File: src/rtl/wscs_pkg.sv
// shared widths, register indexes and reset values of the windowed step count sampler
`default_nettype none

package wscs_pkg;

	localparam int TIME_W  = 40;
	localparam int END_W   = TIME_W + 1;
	localparam int TZ_W    = 18;
	localparam int CNT_W   = 32;
	localparam int WIN_W   = 17;
	localparam int STEPS_W = 20;
	localparam int CFG_IDX_W  = 2;
	localparam int CFG_DATA_W = 40;

	localparam int IN_DATA_W  = 96;
	localparam int OUT_DATA_W = 80;

	typedef enum logic [CFG_IDX_W-1:0] {
		REG_WINDOW_SECONDS = 2'd0,
		REG_MAX_STEPS      = 2'd1,
		REG_TIME_LIMIT     = 2'd2,
		REG_UNUSED         = 2'd3
	} cfg_reg_t;

	localparam logic [WIN_W-1:0]   WINDOW_SECONDS_RST = WIN_W'(300);
	localparam logic [STEPS_W-1:0] MAX_STEPS_RST      = STEPS_W'(100000);
	localparam logic [TIME_W-1:0]  TIME_LIMIT_RST     = TIME_W'(64'd4102444800);

endpackage

`default_nettype wire

File: src/rtl/windowed_step_count_sampler_unit.sv
// windowed step count sampler: turns cumulative counter ticks into per-window step records
//
// Every accepted tick yields exactly one result transaction. A tick is registered at the
// input, then one pass of compare and subtract logic against the window state produces the
// result register, so a tick can be accepted in every cycle unless both registers are full
// and m_tready is low. The result register is held while m_tready is low, and the input
// stage keeps taking ticks until both registers are full. Configuration writes are always
// accepted and must be made only while no tick is in flight.
`default_nettype none

module windowed_step_count_sampler_unit
	import wscs_pkg::*;
(
	input  wire logic                    clk,
	input  wire logic                    arst_n,
	// configuration write channel
	input  wire logic                    cfg_valid,
	output logic                         cfg_ready,
	input  wire logic [CFG_IDX_W-1:0]    cfg_index,
	input  wire logic [CFG_DATA_W-1:0]   cfg_data,
	// tick input
	input  wire logic                    s_tvalid,
	output logic                         s_tready,
	input  wire logic [IN_DATA_W-1:0]    s_tdata,  // now_time, tz_offset, step_counter, zeros
	input  wire logic [0:0]              s_tuser,  // count_ready
	// record output
	output logic                         m_tvalid,
	input  wire logic                    m_tready,
	output logic [OUT_DATA_W-1:0]        m_tdata,  // stamp_time, step_total, record_tz, zeros
	output logic [1:0]                   m_tuser   // emit, sensor_seen
);

	logic [WIN_W-1:0]   window_seconds_q;
	logic [STEPS_W-1:0] max_steps_q;
	logic [TIME_W-1:0]  time_limit_q;

	logic [END_W-1:0]   window_end_q;
	logic [CNT_W-1:0]   window_base_q;
	logic               sensor_answered_q;

	logic               valid_s1;
	logic [TIME_W-1:0]  now_s1;
	logic [TZ_W-1:0]    tz_s1;
	logic               ready_s1;
	logic [CNT_W-1:0]   cum_s1;

	logic               out_valid_q;
	logic               emit_q;
	logic [TIME_W-1:0]  stamp_q;
	logic [STEPS_W-1:0] total_q;
	logic [TZ_W-1:0]    tz_q;
	logic               seen_q;

	logic               out_adv;
	logic               s1_adv;

	logic [END_W-1:0]   win_ext;
	logic [END_W-1:0]   now_ext;
	logic               fresh;
	logic               still_open;
	logic [END_W-1:0]   lag;
	logic               watched;
	logic [END_W-1:0]   stamp;
	logic [CNT_W-1:0]   delta;
	logic               emit;
	logic [END_W-1:0]   next_end;

	assign cfg_ready = 1'b1;

	assign out_adv  = !out_valid_q || m_tready;
	assign s1_adv   = valid_s1 && out_adv;
	assign s_tready = !valid_s1 || out_adv;

	always_comb begin
		win_ext    = {{(END_W-WIN_W){1'b0}}, window_seconds_q};
		now_ext    = {1'b0, now_s1};
		fresh      = (window_end_q == '0) ||
			((window_end_q > win_ext) && (now_ext < (window_end_q - win_ext)));
		still_open = now_ext < window_end_q;
		lag        = now_ext - window_end_q;
		watched    = lag < win_ext;
		stamp      = watched ? window_end_q : now_ext;
		delta      = cum_s1 - window_base_q;
		emit       = ready_s1 && !fresh && !still_open && (cum_s1 > window_base_q) &&
			(delta <= {{(CNT_W-STEPS_W){1'b0}}, max_steps_q}) &&
			(stamp != '0) && (stamp < {1'b0, time_limit_q});
		next_end   = (watched && !fresh) ? (window_end_q + win_ext) : (now_ext + win_ext);
	end

	always_ff @(posedge clk or negedge arst_n) begin
		if (!arst_n) begin
			window_seconds_q <= WINDOW_SECONDS_RST;
			max_steps_q      <= MAX_STEPS_RST;
			time_limit_q     <= TIME_LIMIT_RST;
		end else if (cfg_valid && cfg_ready) begin
			case (cfg_reg_t'(cfg_index))
				REG_WINDOW_SECONDS: window_seconds_q <= cfg_data[WIN_W-1:0];
				REG_MAX_STEPS:      max_steps_q      <= cfg_data[STEPS_W-1:0];
				REG_TIME_LIMIT:     time_limit_q     <= cfg_data[TIME_W-1:0];
				default: ;
			endcase
		end
	end

	// input register
	always_ff @(posedge clk or negedge arst_n) begin
		if (!arst_n) begin
			valid_s1 <= 1'b0;
		end else if (s_tready) begin
			valid_s1 <= s_tvalid;
		end
	end

	always_ff @(posedge clk) begin
		if (s_tvalid && s_tready) begin
			now_s1   <= s_tdata[TIME_W-1:0];
			tz_s1    <= s_tdata[TIME_W+TZ_W-1:TIME_W];
			cum_s1   <= s_tdata[TIME_W+TZ_W+CNT_W-1:TIME_W+TZ_W];
			ready_s1 <= s_tuser[0];
		end
	end

	// window state
	always_ff @(posedge clk or negedge arst_n) begin
		if (!arst_n) begin
			window_end_q      <= '0;
			window_base_q     <= '0;
			sensor_answered_q <= 1'b0;
		end else if (s1_adv && ready_s1) begin
			sensor_answered_q <= 1'b1;
			if (fresh || !still_open) begin
				window_end_q  <= next_end;
				window_base_q <= cum_s1;
			end
		end
	end

	// result register
	always_ff @(posedge clk or negedge arst_n) begin
		if (!arst_n) begin
			out_valid_q <= 1'b0;
		end else if (out_adv) begin
			out_valid_q <= valid_s1;
		end
	end

	always_ff @(posedge clk) begin
		if (s1_adv) begin
			emit_q  <= emit;
			stamp_q <= emit ? stamp[TIME_W-1:0] : '0;
			total_q <= emit ? delta[STEPS_W-1:0] : '0;
			tz_q    <= emit ? tz_s1 : '0;
			seen_q  <= sensor_answered_q || ready_s1;
		end
	end

	assign m_tvalid = out_valid_q;
	assign m_tdata  = {{(OUT_DATA_W-TIME_W-STEPS_W-TZ_W){1'b0}}, tz_q, total_q, stamp_q};
	assign m_tuser  = {seen_q, emit_q};

	a_emit_has_steps: assert property (@(posedge clk) disable iff (!arst_n)
		(out_valid_q && emit_q) |-> (total_q != '0 && stamp_q != '0 && seen_q))
		else $error("record emitted without steps, stamp or sensor");

	a_quiet_is_zero: assert property (@(posedge clk) disable iff (!arst_n)
		(out_valid_q && !emit_q) |-> (total_q == '0 && stamp_q == '0 && tz_q == '0))
		else $error("non-record result carries data");

	a_sensor_sticky: assert property (@(posedge clk) disable iff (!arst_n)
		sensor_answered_q |=> sensor_answered_q)
		else $error("sensor answered flag cleared");

	a_s1_held: assert property (@(posedge clk) disable iff (!arst_n)
		(valid_s1 && !out_adv) |=> (valid_s1 && $stable(now_s1) && $stable(cum_s1)))
		else $error("input stage lost a tick while stalled");

	a_state_only_on_ready: assert property (@(posedge clk) disable iff (!arst_n)
		!(s1_adv && ready_s1) |=> ($stable(window_end_q) && $stable(window_base_q)))
		else $error("window state changed without a ready tick");

endmodule

`default_nettype wire

File: config.mk
export PLATFORM = sky130hd
export DESIGN_NAME = windowed_step_count_sampler_unit
export DESIGN_NICKNAME = d
export VERILOG_FILES = /design/src/rtl/wscs_pkg.sv /design/src/rtl/windowed_step_count_sampler_unit.sv
export SDC_FILE = /design/constraint.sdc
export NUM_CORES = 1
export LEC_CHECK = 0
export ABC_AREA = 1
export BUFFER_PORTS_ARGS = -buffer_cell sky130_fd_sc_hd__buf_2
export CAP_MARGIN = 10
export CORE_MARGIN = 3
export CORE_UTILIZATION = 55
export CTS_CLUSTER_DIAMETER = 100
export DETAILED_ROUTE_END_ITERATION = 8
export PLACE_DENSITY = 0.78
export SLEW_MARGIN = 20
export SYNTH_ARGS = -nofsm -noshare
export SYNTH_HDL_FRONTEND = slang
export SYNTH_SLANG_ARGS = --single-unit
File: constraint.sdc
create_clock -name clk -period 7.7 [get_ports clk]
set_clock_uncertainty 0.05 [all_clocks]
set_input_delay 1.54 -clock clk [delete_from_list [all_inputs] [get_ports clk]]
set_output_delay 1.54 -clock clk [all_outputs]
set_load 0.005 [all_outputs]
# Word-level counts from Yosys, hierarchy flattened
# Cells that the tools add are included.
[word_totals]
ff_bits = 324
inputBits = 144
output_inout_bits = 85
[classes]
addsub = 5
n_lt_le_gt_ge = 7
n_eq_ne = 2
n_mux = 2
reduce_logical = 27
[op_table]
columns = ["op", "count"]
rows = [
  ["$lt 40x41->1", 2],
  ["$mux 41", 2],
  ["$add 40x17->41", 1],
  ["$add 41x17->41", 1],
  ["$gt 41x17->1", 1],
  ["$logic_not 41->1", 1],
  ["$lt 41x17->1", 1],
  ["$lt 41x40->1", 1],
  ["$reduce_bool 41->1", 1],
  ["$sub 40x41->41", 1],
  ["$sub 41x17->41", 1],
  ["$gt 32x32->1", 1],
  ["$le 32x20->1", 1],
  ["$sub 32x32->32", 1],
  ["$logic_and 1x1->1", 11],
  ["$reduce_and 2->1", 4],
  ["$logic_or 1x1->1", 5],
  ["$logic_not 1->1", 4],
  ["$eq 2x1->1 const B", 1],
  ["$eq 2x2->1 const B", 1],
  ["$logic_not 2->1", 1],
]

# Logic depth before layout (Yosys ltp)
# Gate-level depths: netlist (run 1).
[logic_depth]
ltp_word = 11
mapped_depth = 59

# Worst setup path after synthesis (run 1)
# Ideal clock, no wire load.
[synth_timing]
path_type = "register to register"
from = "register window_end_q[0]"
to = "register window_end_q[28]"
t_arrival_ns = 7.481
t_required_ns = 7.522
path_slack_ns = 0.041
stages_incl_launch_ff = 53
n_path_buf = 3
synth_period_minus_slack_ns = 7.659
cell_sequence = "dfrtp_1 > inv_1 > ha_1 > inv_1 > fa_1 > nand3_1 > nand2_1 > nand2_1 > nand2_1 > a21oi_1 > inv_1 > a21oi_1 > o31ai_1 > nor3_1 > inv_1 > nor3_1 > and2_1 > nand4_1 > [... 17 more ...] > inv_1 > fa_1 > o21ai_0 > a21oi_1 > o21bai_1 > a21oi_1 > o21ai_0 > nand2_1 > o211ai_1 > a21boi_0 > o21ai_0 > nand3_1 > nand2_2 > nand2_1 > nor2_1 > nand3_1 > nand3_1 > o21ai_1"
[synth_via]
elab_chain_len = 7
word_cells_on_any_way = 16
cone_classes = "add/sub (3); order compare (4); mux (1); reduce/logical (8)"
[synth_rtl]
columns = ["element", "line_no", "rtl"]
rows = [
  ["from (decl)", "windowed_step_count_sampler_unit.sv:37", "logic [END_W-1:0] window_end_q;"],
  ["from (signal assigned)", "windowed_step_count_sampler_unit.sv:132", "window_end_q <= next_end;"],
  ["$sub 41x17->41", "windowed_step_count_sampler_unit.sv:78", "((window_end_q > win_ext) && (now_ext < (window_end_q - win_ext)));"],
  ["$lt 40x41->1", "windowed_step_count_sampler_unit.sv:78", ""],
  ["$logic_and 1x1->1", "windowed_step_count_sampler_unit.sv:78", ""],
  ["$logic_or 1x1->1", "windowed_step_count_sampler_unit.sv:77", "fresh = (window_end_q == '0) ||"],
  ["$logic_not 1->1", "windowed_step_count_sampler_unit.sv:87", "next_end = (watched && !fresh) ? (window_end_q + win_ext) : (now_ext + win_ext);"],
  ["$logic_and 1x1->1", "windowed_step_count_sampler_unit.sv:87", ""],
  ["$mux 41", "windowed_step_count_sampler_unit.sv:87", ""],
]
# Several ways; a longest one is shown, not always the timed one.
# A chain may end at the register's enable or synchronous reset.

# Worst setup path in the final report (run 1)
[layout_timing]
from = "register window_seconds_q[5]"
to = "register window_end_q[25]"
[layout_via]
elab_chain_len = 7
word_cells_on_any_way = 13
cone_classes = "add/sub (3); order compare (3); mux (1); reduce/logical (6)"
[layout_rtl]
columns = ["element", "line_no", "rtl"]
rows = [
  ["from (decl)", "windowed_step_count_sampler_unit.sv:33", "logic [WIN_W-1:0] window_seconds_q;"],
  ["from (signal assigned)", "windowed_step_count_sampler_unit.sv:97", "REG_WINDOW_SECONDS: window_seconds_q <= cfg_data[WIN_W-1:0];"],
  ["$sub 41x17->41", "windowed_step_count_sampler_unit.sv:78", ""],
  ["$lt 40x41->1", "windowed_step_count_sampler_unit.sv:78", ""],
  ["$logic_and 1x1->1", "windowed_step_count_sampler_unit.sv:78", ""],
  ["$logic_or 1x1->1", "windowed_step_count_sampler_unit.sv:77", ""],
  ["$logic_not 1->1", "windowed_step_count_sampler_unit.sv:87", ""],
  ["$logic_and 1x1->1", "windowed_step_count_sampler_unit.sv:87", ""],
  ["$mux 41", "windowed_step_count_sampler_unit.sv:87", ""],
]
# Several ways; a longest one is shown, not always the timed one.

==> reports/qor.yml, run 1 <==
run_status:
  status: "finished clean"
routing:
  drc: 0
  route.vias.total: 22500
  finalWirelength_um: 77000
  routedWlPerCell_um: 19.2
  avgViaCountPerCell: 5.60
  drt_pass1_iterations: 6
  drt-initial-drc-count: 2002
  ant_nets: 0
clocking:
  insertion_delay_ps: 570
  cts_buffers: 36
  hold_buffers: 0
  clk_pin_slew_worst_paths_ps: 60
  cts_buffer_depth: 3
  clock-sinks: 324
  h-tree-depth: 2
  cts_tree: "yes"
  clock-root-buffer: "clkbuf_16"
logic_synthesis:
  syn-instance-count: 3119
  synth-edff-count: 171
  synth_ff_type: "edfxtp_1"
  avgSynthCellArea_um2: 7.53
  yosysUniqueCellTypes: 58
  async_flop_share_pct: 47.2
  synthTopCellsByArea: "edfxtp_1 (22%), dfrtp_1 (14%), nand2_1 (13%), ha_1 (12%), inv_1 (8.1%)"
  yosysMostFrequentCell: "nand2_1"
  ys_seq_area_share_pct: 38.3
  ys_top_cells_by_count: "nand2_1 (802), inv_1 (507), nor2_1 (315)"
  yosysWarnings: 0
  ys_ff_latch: 324
  syn_area_um2: 23500
  synth_top_cell_area_share_pct: 21.9
  yosysTopAreaCell: "edfxtp_1"
floorplanning:
  start_util_pct: 55.9
  io_pins: 229
  core_um2: 42000
  dieArea_um2: 45200
  die_w_um: 213
  die_h_um: 213
  row_count: 75
setup_path:
  critPathKind: "reg2reg"
  crit_top_cell: "nand2_1"
  cp-end-kind: "flip-flop"
  path_max_fanout: 7
  crit_slowest_cell: "dfstp_2"
  worstPathRequired_ps: 8080
  startpoint_type: "flip-flop"
  max_stage_delay_ps: 530
  arrival_ps: 7780
global_route:
  grt_max_degree: 81
  grt_pass1_vias: 21900
  grt_pass1_wl_um: 117000
  grt_use_total_pct: 33.5
  grt-ovfl-total: 0
  antenna_found_initial: 1
finish:
  multi_input_area_um2: 12400
  fin_cells: 4020
  regArea_um2: 8990
  layout-drive-gt1-share_pct: 15.2
  fin_util_pct: 65.2
  nets: 3821
  syn_to_final_growth_pct: 16.6
  num_antenna_cells: 0
  fillCellCount: 3591
timing:
  finalSetupViolCount: 0
  fin_crit_ps: 7400
  slew_violations: 0
  hold_viol: 0
  relSlewSlack_pct: 35.9
  fin_crit_sh_pct: 96.1
  max_freq_mhz: 135
  tightest_slew_ps: 961
placement:
  portBuffers: 219
  dp_cells: 3942
  dp_hpwl_um: 60400
  place_congestion: 0.994
power_and_ir_drop:
  finalPower_w: 0.00987
  power_leakage_nw: 13.9
  ir_drop_mv: 0.287
  power_density_nw_per_um2: 360
run:
  max-cap-violations: 0
min_path:
  hold_class: "reg2reg"
report_power, final:
part | internal, W | total (W) | switching, W
combinational | 0.00207 | 0.00563 | 0.00357
sequential | 0.00219 | 0.00245 | 0.000259
clock | 0.00102 | 0.00179 | 0.000770
per-layer routing:
layer / track usage (%) / vias up / wire length, um
li1: - / 10800 / -
met3: 4.55 / 195 / 6090
met2: 54.8 / 964 / 35400
met1: 44.9 / 10600 / 31900
met5: 0 / - / 0
met4: 14.5 / 0 / 3600
layout by cell type (no fill, tap or decap), drive strengths merged, types with 8 or more instances in the layout:
master and count:
a21oi 184, edfxtp 171, a211oi 9, o21a 8, dfstp 23, ha 220
nand3 135, clkinv 12, dfrtp 130, o21ai 218, a21boi 8, o21bai 10
buf 359, nand4 76, clkbuf 52, xnor2 26, nand2 809, xor2 69
a31oi 10, nor3 32, nor2 341, inv 512, nor4 9
through the flow:
step | TNS (ps) | cell area (um^2) | hold slack (ps) | setup slack (ps)
floorplan | 0 | 23500 | 377 | 41.2
global placement | -1330 | 25900 | 392 | -219
detailed placement | -3770 | 25900 | 424 | -354
CTS | 0 | 27200 | 439 | 28.4
global route | -250 | 27400 | 456 | -64.3
finish | 0 | 27400 | 439 | 301
layout make-up:
class                   instances  share of cell area [%]
well taps                     539                    2.46
clock inverters                14                   0.607
repair buffers                359                    8.07
inverters                     516                    7.08
clock buffers                  52                    3.89
multi-input cells            2216                    45.1
flip-flops and latches        324                    32.8
state kept, by name (all words and copies together), names as in the netlist:
signal	flops
window_end_q	41
now_s1	40
stamp_q	40
time_limit_q	40
cum_s1	32
window_base_q	32
max_steps_q	20
total_q	20
tz_q	18
tz_s1	18
window_seconds_q	17
emit_q	1
m_tvalid	1
ready_s1	1
seen_q	1
sensor_answered_q	1
valid_s1	1
timing repair:
| action | in CTS | in global routing |
|---|---|---|
| endpoints found under the setup margin | 21 | 26 |
| gates resized for setup | 14 | 26 |
| pin swaps | 5 | 16 |
| setup buffers | 3 | 9 |
path summary, 6_finish.rpt:
path | slack [ps] | endpoint | from | cells after the start
worst max-delay path | 300 | window_end_q[25] | window_seconds_q[5] | 51
worst min-delay path | 440 | time_limit_q[11] | time_limit_q[11] | 2
worst max register to register | 300 | window_end_q[25] | window_seconds_q[5] | 51
worst min register to register | 440 | time_limit_q[11] | time_limit_q[11] | 2
max in group asynchronous | 5110 | window_end_q[2] | arst_n | 2
min in group asynchronous | 980 | time_limit_q[25] | arst_n | 1
cell families after synthesis:
kind of cell / count (synthesis) / share of synthesized area (%)
other: 2 / 0.0320
xor gates and xnor gates: 95 / 3.54
adders and majority gates: 224 / 12.1
and+or+nand+nor: 1421 / 25.5
buffers and inverters: 580 / 9.73
AOI/OAI and AO/OA: 473 / 10.9
DFF: 324 / 38.3
worst max-delay path: cells and delay by family (launching register included):
kind            cells  cell delay (ps)
compound gates     15             2420
xor+xnor            2              300
fa+ha+maj           3              940
simple gates       20             1830
flops               1              530
buf+inv            11             1200
Power figures use the tool's default switching activity.
==> run 2, diff against run 1 <==
--- a/config.mk
+++ b/config.mk
@@ -8,6 +8,7 @@
 export ABC_AREA = 1
 export BUFFER_PORTS_ARGS = -buffer_cell sky130_fd_sc_hd__buf_2
 export CAP_MARGIN = 10
+export CORE_ASPECT_RATIO = 1.5
 export CORE_MARGIN = 3
 export CORE_UTILIZATION = 55
 export CTS_CLUSTER_DIAMETER = 100
==> reports/qor.yml, run 2 (same netlist as run 1, synthesis figures left out) <==
run_status:
  status: "finished clean"
setup_path:
  crit_buf_inv: 6  # -5
  worstPathRequired_ps: 8120  # +40 ps
  crit_top_cell: "nand2_1"
  crit_slowest_cell: "dfstp_2"
  path_max_fanout: 6  # -1
  critPathKind: "reg2reg"
  max_stage_delay_ps: 540  # about the same
  arrival_ps: 7790  # about the same
  startpoint_type: "flip-flop"
  crit_family: "compound AO/OA/AOI/OAI gates"
  cp-end-kind: "flip-flop"
  rr_startpoint: "window_seconds_q[2]"
  cp-startpoint: "window_seconds_q[2]"
floorplanning:
  start_util_pct: 55.8  # -0.12 points
  die_h_um: 259  # +22%
  dieArea_um2: 45300  # +0.11%
  io_pins: 229  # unchanged
  core_um2: 42100  # +0.21%
  row_count: 92  # +23%
  die_w_um: 175  # -18%
timing:
  slew_violations: 0  # unchanged
  finalSetupViolCount: 0  # unchanged
  tns_ps: 0  # unchanged
  fin_hold_ws_ps: 421  # -17.0 ps
  relSlewSlack_pct: 36.7  # +0.71 points
  max_freq_mhz: 136  # +0.40%
  tightest_slew_ps: 950  # -10.7 ps
  fin_crit_sh_pct: 95.7  # -0.39 points
  fin_crit_ps: 7370  # -29.8 ps
  rsz0062_at_grt: "true"
  hold_viol: 0  # unchanged
power_and_ir_drop:
  finalPower_w: 0.0100  # +1.5%
  ir_drop_mv: 0.293  # +2.3%
  power_density_nw_per_um2: 364  # +1.0%
  power_leakage_nw: 13.9  # about the same
clocking:
  cts_tree: "yes"
  cts_buffers: 35  # -2.8%
  h-tree-depth: 2  # unchanged
  clock-root-buffer: "clkbuf_16"
  clock-sinks: 324  # unchanged
  hold_buffers: 0  # unchanged
  clk_pin_slew_worst_paths_ps: 60  # about the same
  insertion_delay_ps: 550  # -20 ps
  cts_buffer_depth: 3  # unchanged
finish:
  largest_reg_flops: 41  # unchanged
  syn_to_final_growth_pct: 17.1
  most-common-layout-cells: "nand2_1 (792), inv_1 (499), nor2_1 (307)"
  fin_cells: 4041  # +0.52%
  layout-drive-gt1-share_pct: 16.1  # +0.94 points
  fin_util_pct: 65.3  # +0.15 points
  final_common_cell: "nand2_1"
  largest-register: "window_end_q"
  nets: 3818  # -0.079%
  num_antenna_cells: 0  # unchanged
routing:
  finalWirelength_um: 79100  # +2.8%
  topRoutingLayerUsed: "met4"
  route.vias.total: 22400  # -0.41%
  drc: 0  # unchanged
  wl_met2_um: 39300  # +11%
  drt-initial-drc-count: 1676  # -16%
  drt_pass1_iterations: 5  # -1
  m1WireLength_um: 29100  # -8.6%
  ant_nets: 0  # unchanged
  wl_met3_um: 4100  # -33%
  avgViaCountPerCell: 5.55  # -0.93%
  routedWlPerCell_um: 19.6  # +2.2%
min_path:
  hold_class: "reg2reg"
  min_from: "sensor_answered_q"
global_route:
  grt_pass1_vias: 22300  # +2.2%
  grt_pass1_wl_um: 121000  # +3.2%
  grt-ovfl-total: 0  # unchanged
  grt_use_total_pct: 34.4  # +0.90 points
  grt_max_degree: 81  # unchanged
  antenna_found_initial: 0  # -1
placement:
  place_congestion: 0.964  # -2.9%
  dp_hpwl_um: 63300  # +4.8%
  dp_cells: 3959  # +0.43%
  portBuffers: 219  # unchanged
run:
  max-cap-violations: 0  # unchanged
-- run 2: path summary, 6_finish.rpt --
kind	slack (ps)	depth (start not counted)	end
min	420	2	sensor_answered_q
min reg2reg	420	2	sensor_answered_q
max in group asynchronous	5050	2	window_seconds_q[10]
max reg2reg	330	52	window_end_q[32]
max	330	52	window_end_q[32]
min in group asynchronous	1000	1	window_end_q[29]
-- run 2: per-stage QoR --
step                worst slack, ps  area [um^2]
detailed placement             -572        25900
floorplan                      41.2        23500
CTS                            12.7        27200
finish                          331        27500
global route                   -155        27500
global placement               -322        25900
-- run 2: worst register-to-register path: cells and delay by family (launching register included) --
| family | cells | cell delay [ps] |
|---|---|---|
| xor+xnor | 1 | 150 |
| fa+ha+maj | 4 | 1220 |
| buf+inv | 6 | 640 |
| simple gates | 25 | 2280 |
| compound gates | 16 | 2410 |
| flops | 1 | 540 |
-- run 2: final cells by class --
class / instances / area, um^2
clock buffers: 44 / 981
well taps: 564 / 706
repair buffers: 357 / 2180
clock inverters: 20 / 230
fillers: 3703 / 14600
inverters: 516 / 1940
flip-flops and latches: 324 / 8990
multi-input cells: 2216 / 12500
-- run 2: timing repair --
action	in CTS	in global routing
endpoints found under the setup margin	23	92
pin swaps	10	45
buffers inserted	5	13
resized for setup	17	66
-- run 2: power breakdown --
part	total (W)	internal [W]	switching, W
Clock	0.00180	0.00105	0.000750
Combinational	0.00577	0.00212	0.00366
Sequential	0.00245	0.00219	0.000258
Total	0.0100	0.00535	0.00466
-- run 2: routing by layer --
| metal | vias to the layer above | global-route usage, % |
|---|---|---|
| met1 | 10500 | 39.2 |
| met4 | 0 | 23.6 |
| met2 | 870 | 60.7 |
| met3 | 282 | 3.25 |
| li1 | 10800 | - |
| met5 | - | 0 |
